### config.mk
export PLATFORM = sky130hd
export DESIGN_NAME = rwsm_div
export DESIGN_NICKNAME = d
export VERILOG_FILES = /design/src/rtl/core/rwsm_div.sv
export SDC_FILE = /design/constraint.sdc
export NUM_CORES = 1
export LEC_CHECK = 0
export BUFFER_PORTS_ARGS = -buffer_cell sky130_fd_sc_hd__buf_2
export CAP_MARGIN = 0
export CORE_MARGIN = 4
export CORE_UTILIZATION = 47
export CTS_CLUSTER_DIAMETER = 80
export DETAILED_ROUTE_END_ITERATION = 10
export PLACE_DENSITY = 0.75
export RECOVER_POWER = 50
export SLEW_MARGIN = 20
export SYNTH_ARGS = -nofsm -noshare
export SYNTH_HDL_FRONTEND = slang
export SYNTH_SLANG_ARGS = --single-unit
export TNS_END_PERCENT = 10
### constraint.sdc
create_clock -name i_clk -period 2.28 [get_ports i_clk]
set_input_delay 0.456 -clock i_clk [delete_from_list [all_inputs] [get_ports i_clk]]
set_output_delay 0.456 -clock i_clk [all_outputs]
set_load 0.02 [all_outputs]
### src/rtl/core/rwsm_div.sv
// ----------------------------------------------------------------------------
// rwsm_div
// radix-2 restoring divider, unsigned, one quotient bit per cycle
// ----------------------------------------------------------------------------
module rwsm_div #(
    parameter int MAG_W = 42,
    parameter int DIV_W = 11
) (
    input  logic             i_clk,
    input  logic             i_rst_n,
    input  logic             i_start,
    input  logic [MAG_W-1:0] i_dividend,
    input  logic [DIV_W-1:0] i_divisor,
    output logic             o_done,
    output logic [MAG_W-1:0] o_quotient
);

    localparam int CNT_W = $clog2(MAG_W);

    logic             r_busy;
    logic             r_done;
    logic [CNT_W-1:0] r_cnt;
    logic [MAG_W-1:0] r_quo;
    logic [DIV_W-1:0] r_rem;
    logic [DIV_W-1:0] r_den;

    logic [DIV_W:0]   trial;
    logic             fits;
    logic [DIV_W:0]   diff;

    // shift in the next dividend bit and try a subtract
    always_comb begin
        trial = {r_rem, r_quo[MAG_W-1]};
        fits  = trial >= {1'b0, r_den};
        diff  = trial - {1'b0, r_den};
    end

    always_ff @(posedge i_clk) begin
        if (!i_rst_n) begin
            r_busy <= 1'b0;
            r_done <= 1'b0;
            r_cnt  <= '0;
        end else begin
            r_done <= 1'b0;
            if (i_start) begin
                r_busy <= 1'b1;
                r_cnt  <= CNT_W'(MAG_W - 1);
            end else if (r_busy) begin
                r_cnt <= r_cnt - 1'b1;
                if (r_cnt == '0) begin
                    r_busy <= 1'b0;
                    r_done <= 1'b1;
                end
            end
        end
    end

    always_ff @(posedge i_clk) begin
        if (i_start) begin
            r_quo <= i_dividend;
            r_rem <= '0;
            r_den <= i_divisor;
        end else if (r_busy) begin
            r_quo <= {r_quo[MAG_W-2:0], fits};
            r_rem <= fits ? diff[DIV_W-1:0] : trial[DIV_W-1:0];
        end
    end

    assign o_done     = r_done;
    assign o_quotient = r_quo;

endmodule

==> results of run 1 <==
## repair_timing
item	4_1_cts	5_1_grt
resized for setup	1	3
pin swaps	1	2
cloned	0	0
endpoints found under the setup margin	4	4
buffers inserted	1	3
hold buffers	0	0
## power by group through the flow
stage	Combinational [mW]	Sequential (mW)	Clock (mW)
final	0.640	1.61	0.870
after global routing	0.696	1.62	0.953
after CTS	0.643	1.61	0.900
after detailed placement	0.640	1.64	0
after global placement	0.623	1.63	0
after floorplan	0.328	1.73	0
## per-stage QoR
stage / util / instance area, sq um
2_1_floorplan: - / 3586
3_3_place_gp: 0.5783 / 4239
3_5_place_dp: 0.5783 / 4239
4_1_cts: 0.6030 / 4420
5_1_grt: 0.6052 / 4437
6_report: 0.6052 / 4437
## state kept, by name (all words and copies together) (netlist names)
register / flops
r_cnt: 6
r_busy: 1
o_done: 1
r_rem: 11
r_den: 11
o_quotient: 42
## cell families (layout without fill, tap and decap cells)
kind of cell	after synthesis	count (layout)	synth area share
DFF	72	72	0.5505
buffers and inverters	32	147	0.03842
adders and majority gates	14	14	0.05100
muxes	44	44	0.1376
AOI/OAI and AO/OA	51	51	0.1142
xor gates and xnor gates	11	11	0.02690
and+or+nand+nor	60	60	0.08138
## worst register-to-register path, stage by stage (launching register included)
cell and delay [ns]:
edfxtp_1 0.36, inv_1 0.05, ha_2 0.18, fa_2 0.38
nor2b_4 0.13, o31a_4 0.16, o21ai_4 0.08, a21boi_4 0.25
buf_12 0.17, mux2i_2 0.23, a211oi_2 0.09
## Yosys cell counts (2+ instances only)
cell type,n
dfxtp_1,19
edfxtp_1,53
nor3_1,7
nor2b_1,2
nand3_1,7
a31o_1,2
nor2_1,14
xor2_1,3
o21a_1,2
ha_1,13
o211ai_1,4
clkbuf_1,6
a21boi_0,2
or3_1,2
xnor2_1,8
nand2_1,19
a211oi_1,2
buf_6,2
inv_1,20
nor4_1,2
a21oi_1,8
mux2_2,42
mux2i_1,2
o21ai_0,8
a31oi_1,3
buf_2,2
a21o_1,2
nand4_1,2
a311oi_2,2
## metal layers
metal	track usage	share of wire	vias to the layer above
li1	-	-	1275
met1	0.2236	0.42	1258
met2	0.2787	0.48	86
met3	0.05683	0.077	9
met4	0.07452	0.014	0
met5	0	0	-
## final cells by class
cell class / count / share of cell area
Timing Repair Buffer: 110 / 0.1354
Multi-Input combinational cell: 180 / 0.3350
Sequential cell: 72 / 0.4444
Tap cell: 99 / 0.02792
Clock buffer: 9 / 0.02792
Inverter: 21 / 0.01861
Clock inverter: 7 / 0.01072
## final timing paths
kind,start,end,slack (ns),cells after the start
setup reg to reg,o_quotient[41],r_rem[2],0.08,10
hold / removal,i_divisor[9],r_den[9],0.30,1
hold reg to reg,r_rem[2],r_rem[3],0.51,2
setup / recovery,o_quotient[41],r_rem[2],0.08,10
==> flow_metrics.py, run 1 <==
metrics = {
    "place": {
        "place_inst": 478,
        "pre_cts_ws_ns": -0.03313,
        "dp_hpwl_microns": 5668,
        "routabilityCongestion": 0.8576,
        "io_buffers": 98,
    },
    "pwr": {
        "seq_power_share": 0.516,
        "p_sw_mw": 0.9049,
        "netSwitchingFraction": 0.2900,
        "p_clk_frac": 0.279,
        "power.density_nw_per_um2": 703.3,
        "p_total_mw": 3.120,
        "p_int_mw": 2.215,
        "power_leakage_nw": 1.809,
        "combPwrFrac": 0.205,
        "peakVddDrop_v": 0.0004795,
    },
    "synthesis": {
        "syn_area_sq_um": 3582,
        "ys_dominant_reg_cell": "edfxtp_1",
        "synth.largest_area_cell": "edfxtp_1",
        "synthDistinctLibCells": 53,
        "syn-num-nets": 354,
        "ys_warn_count": 0,
        "synthCells": 284,
        "synth.top_cell.area_share": 0.4443,
        "ys_seq_elements": 72,
        "synth_edf_count": 53,
        "ys_top_cells_by_area": "edfxtp_1 (44%), mux2_2 (13%), dfxtp_1 (11%), ha_1 (4.5%), inv_1 (2.1%)",
        "synth_seq_area_share": 0.5505,
        "syn_avg_cell_area_sq_um": 12.61,
        "synthArstFlopShare": 0,
    },
    "global_route": {
        "antenna_found_initial": 0,
        "grt_usage": 0.1767,
        "grt_max_degree": 64,
        "grt_pass1_wl_microns": 12400,
        "grt_overflow": 0,
        "grt_pass1_vias": 2701,
    },
    "finish": {
        "final_cells": 498,
        "post_route_cells_drive_above_1_share": 0.4236,
        "nets": 464,
        "fillCellCount": 607,
        "final_common_cell": "buf_2",
        "area_growth_pct": 23.86,
        "final_cell_mix": "buf_2 (84), edfxtp_1 (53), mux2_2 (42)",
        "num_antenna_cells": 0,
        "seqCellArea_sq_um": 1972,
        "multi_input_area_sq_um": 1486,
    },
    "drt": {
        "drc_errors": 0,
        "wl_per_cell_microns": 15.58,
        "drtIter0Drc": 158,
        "postRouteAntennaNets": 0,
        "routed_wl_microns": 7757,
        "vias": 2628,
        "avgViaCountPerCell": 5.277,
        "drt_first_pass_iters": 4,
    },
    "setup_path": {
        "critPathMaxFanout": 11,
        "critPathTopFamily": "compound AO/OA/AOI/OAI gates",
        "cp.required_ns": 2.49,
        "slowest_delay_ns": 0.38,
        "critPathSlowestCell": "fa_2",
        "critPathBufInv": 2,
        "cp_cell_sequence": "inv_1 > ha_2 > fa_2 > nor2b_4 > o31a_4 > o21ai_4 > a21boi_4 > buf_12 > mux2i_2 > a211oi_2",
        "crit_type": "reg -> reg",
        "endpoint_kind": "register",
        "start_kind": "register",
        "worstPathArrival_ns": 2.41,
    },
    "timing": {
        "drv_slew": 0,
        "hold-worst-slack_ns": 0.2978,
        "fmaxAchievable_mhz": 455.0,
        "fin_ws_ns": 0.08197,
        "tns_ns": 0,
        "slew-limit-headroom": 0.6029,
        "hold_violations": 0,
        "worst_slew_pin_slew_ns": 0.5934,
        "grt_setup_unrepaired": "true",
        "setup_violations": 0,
        "period_share": 0.9640,
        "period_minus_slack_ns": 2.198,
        "fin_skew_ns": 0.007924,
    },
    "clock_network": {
        "max-clock-path-buffers": 2,
        "tritoncts": "yes",
        "cts_buffers": 9,
        "clkTransAtPathRegs_ns": 0.08,
        "cts.sink_count": 72,
        "clock_latency_ns": 0.33,
        "cts_root_buf": "clkbuf_8",
        "cts_max_level": 3,
    },
    "die": {
        "core_area_sq_um": 7331,
        "fp.dieW_microns": 95.30,
        "dieArea_sq_um": 9082,
        "die_y_microns": 95.30,
        "pin_count": 99,
        "start_util": 0.4886,
        "rows": 31,
    },
    "min_path": {
        "hp-class": "in -> reg",
    },
    "run_status": {
        "status": "finished clean",
    },
    "run": {
        "maxCapViolCount": 0,
    },
}
Power figures use the tool's default switching activity.
==> run 2: changes to the inputs <==
- ABC_AREA: not set -> 1
- CORE_UTILIZATION: 47 -> 48
==> run 2 against run 1 <==
Against the previous run: register-to-register slack better by 0.16 ns; utilization fell by 1.4 points; critical path depth rose by 1; via count is 25% higher; worst hold slack got worse by 0.014 ns; final area rose by 2.9%; critical path type unchanged.
==> flow_metrics.py, run 2 <==
metrics = {
    "synthesis": {
        "ys_warn_count": 0,
        "syn-num-nets": 523,
        "ys_dominant_reg_cell": "edfxtp_1",
        "synthArstFlopShare": 0,
        "ys_top_cells_by_area": "edfxtp_1 (42%), nand2_1 (19%), dfxtp_1 (10%), inv_1 (5.1%), ha_1 (4.3%)",
        "synthDistinctLibCells": 34,
        "ys_seq_elements": 72,
        "syn_area_sq_um": 3801,
        "synth_seq_area_share": 0.5188,
        "synth.top_cell.area_share": 0.4187,
        "synth_edf_count": 53,
        "syn_avg_cell_area_sq_um": 8.391,
        "synth.largest_area_cell": "edfxtp_1",
        "yosysMostFrequentCell": "nand2_1",
        "synth_common_cells": "nand2_1 (194), edfxtp_1 (53), inv_1 (52)",
        "synthCells": 453,
    },
    "clock_network": {
        "cts.sink_count": 72,
        "cts_buffers": 9,
        "cts_max_level": 3,
        "clkTransAtPathRegs_ns": 0.08,
        "clock_latency_ns": 0.34,
        "cts-hold-fix-buffers": 0,
        "cts_setup_buffers": 0,
        "cts_root_buf": "clkbuf_8",
        "tritoncts": "yes",
        "post_cts_resized": 0,
        "max-clock-path-buffers": 2,
    },
    "timing": {
        "worst_slew_pin_slew_ns": 1.241,
        "setup_violations": 0,
        "period_minus_slack_ns": 2.043,
        "period_share": 0.8960,
        "grt_setup_unrepaired": "false",
        "fin_skew_ns": 0.009933,
        "hold_violations": 0,
        "slew-limit-headroom": 0.1724,
        "drv_slew": 0,
        "tns_ns": 0,
        "fmaxAchievable_mhz": 489.5,
    },
    "global_route": {
        "grt_overflow": 0,
        "grt_usage": 0.1948,
        "grt_pass1_wl_microns": 15050,
        "grt_pass1_vias": 3307,
        "antenna_found_initial": 0,
        "grt_max_degree": 43,
    },
    "pwr": {
        "power.density_nw_per_um2": 688.3,
        "p_clk_frac": 0.318,
        "peakVddDrop_v": 0.0004363,
        "p_sw_mw": 0.9102,
        "p_int_mw": 2.232,
        "combPwrFrac": 0.172,
        "power_leakage_nw": 2.326,
        "seq_power_share": 0.510,
        "netSwitchingFraction": 0.2896,
        "p_total_mw": 3.142,
    },
    "drt": {
        "drt_first_pass_iters": 5,
        "vias": 3282,
        "drc_errors": 0,
        "avgViaCountPerCell": 4.950,
        "postRouteAntennaNets": 0,
        "drtIter0Drc": 215,
        "routed_wl_microns": 8783,
        "wl_per_cell_microns": 13.25,
    },
    "finish": {
        "final_common_cell": "nand2_1",
        "num_antenna_cells": 0,
        "fin_area_sq_um": 4566,
        "area_growth_pct": 20.11,
        "final_cells": 663,
        "post_route_cells_drive_above_1_share": 0.2620,
        "nets": 626,
        "final_core_util": 0.5908,
        "largest_reg_flops": 42,
        "fillCellCount": 707,
        "final_cell_mix": "nand2_1 (194), buf_2 (96), edfxtp_1 (53)",
    },
    "die": {
        "fp.dieW_microns": 96.99,
        "dieArea_sq_um": 9407,
        "die_y_microns": 96.99,
        "pin_count": 99,
        "start_util": 0.4919,
        "rows": 32,
        "core_area_sq_um": 7727,
    },
    "setup_path": {
        "worstPathArrival_ns": 2.28,
        "endpoint_kind": "register",
        "cp.required_ns": 2.51,
        "crit_type": "reg -> reg",
        "reg2reg_from": "o_quotient[41]",
        "critPathLaunch": "o_quotient[41]",
        "start_kind": "register",
        "critPathMaxFanout": 12,
    },
    "run": {
        "maxCapViolCount": 0,
    },
    "place": {
        "place_inst": 647,
        "place_area_sq_um": 4410,
        "io_buffers": 98,
        "routabilityCongestion": 0.8984,
        "dp_hpwl_microns": 6553,
    },
    "min_path": {
        "hp-class": "in -> reg",
        "holdCritStartpoint": "i_divisor[2]",
    },
    "run_status": {
        "status": "finished clean",
    },
}
-- run 2: cell types whose count changed after synthesis, moves of 5 or more --
cell	before	now
nand4_1	2	14
nand2_2	0	14
nand2_1	19	194
o21ai_0	8	2
xnor2_1	8	3
mux2_2	42	0
inv_1	20	52
nand3_1	7	25
nand3_2	0	5
nor2_1	14	19
-- run 2: power by group through the flow --
| stage | combinational (mW) | clock (mW) | sequential (mW) |
|---|---|---|---|
| 2_1_floorplan | 0.244 | 0 | 1.73 |
| 3_3_place_gp | 0.543 | 0 | 1.63 |
| 3_5_place_dp | 0.557 | 0 | 1.63 |
| 4_1_cts | 0.556 | 1.03 | 1.60 |
| 5_1_grt | 0.604 | 1.09 | 1.62 |
| 6_report | 0.541 | 0.999 | 1.60 |
-- run 2: cell families after synthesis --
group / synth area share
simple gates: 0.3239
fa+ha+maj: 0.04806
buf+inv: 0.08196
xor+xnor: 0.01152
flops: 0.5188
compound gates: 0.01580
-- run 2: per-stage QoR --
stage	hold WS [ns]	setup slack, ns
after global placement	0.4555	0.3383
after detailed placement	0.4664	0.2555
after global routing	0.2696	0.08123
after CTS	0.2693	0.2298
final	0.2838	0.2370
after floorplan	0.4383	0.2826
-- run 2: final timing paths --
path,end,slack (ns),cells after the start
setup / recovery,r_rem[6],0.24,11
hold / removal,r_den[2],0.28,1
setup reg to reg,r_rem[6],0.24,11
hold reg to reg,r_rem[9],0.48,2
-- run 2: routing by layer --
layer	up-vias	global-route usage	part of all wire
met5	-	0	0
met4	0	0.07883	0.015
met3	11	0.05047	0.083
met2	115	0.3073	0.46
met1	1510	0.2554	0.44
li1	1646	-	-
-- run 2: final cells by class --
cell class / count / area [sq um] / share of cell area
Inverter: 56 / 210.2 / 0.04604
Multi-Input combinational cell: 310 / 1518 / 0.3324
Sequential cell: 72 / 1972 / 0.4319
Clock inverter: 7 / 72.57 / 0.01589
Timing Repair Buffer: 107 / 541.8 / 0.1187
Clock buffer: 9 / 123.9 / 0.02713
Tap cell: 102 / 127.6 / 0.02795
-- run 2: worst max-delay path, stage by stage (launching register included) --
cell and delay, ns:
edfxtp_1 0.35, inv_1 0.06, ha_1 0.22, fa_1 0.41, inv_1 0.10, nand3_1 0.07, nand3_1 0.17, nand2_2 0.12
nand4_4 0.20, nand3_1 0.11, nand3_1 0.08, nand2_1 0.05
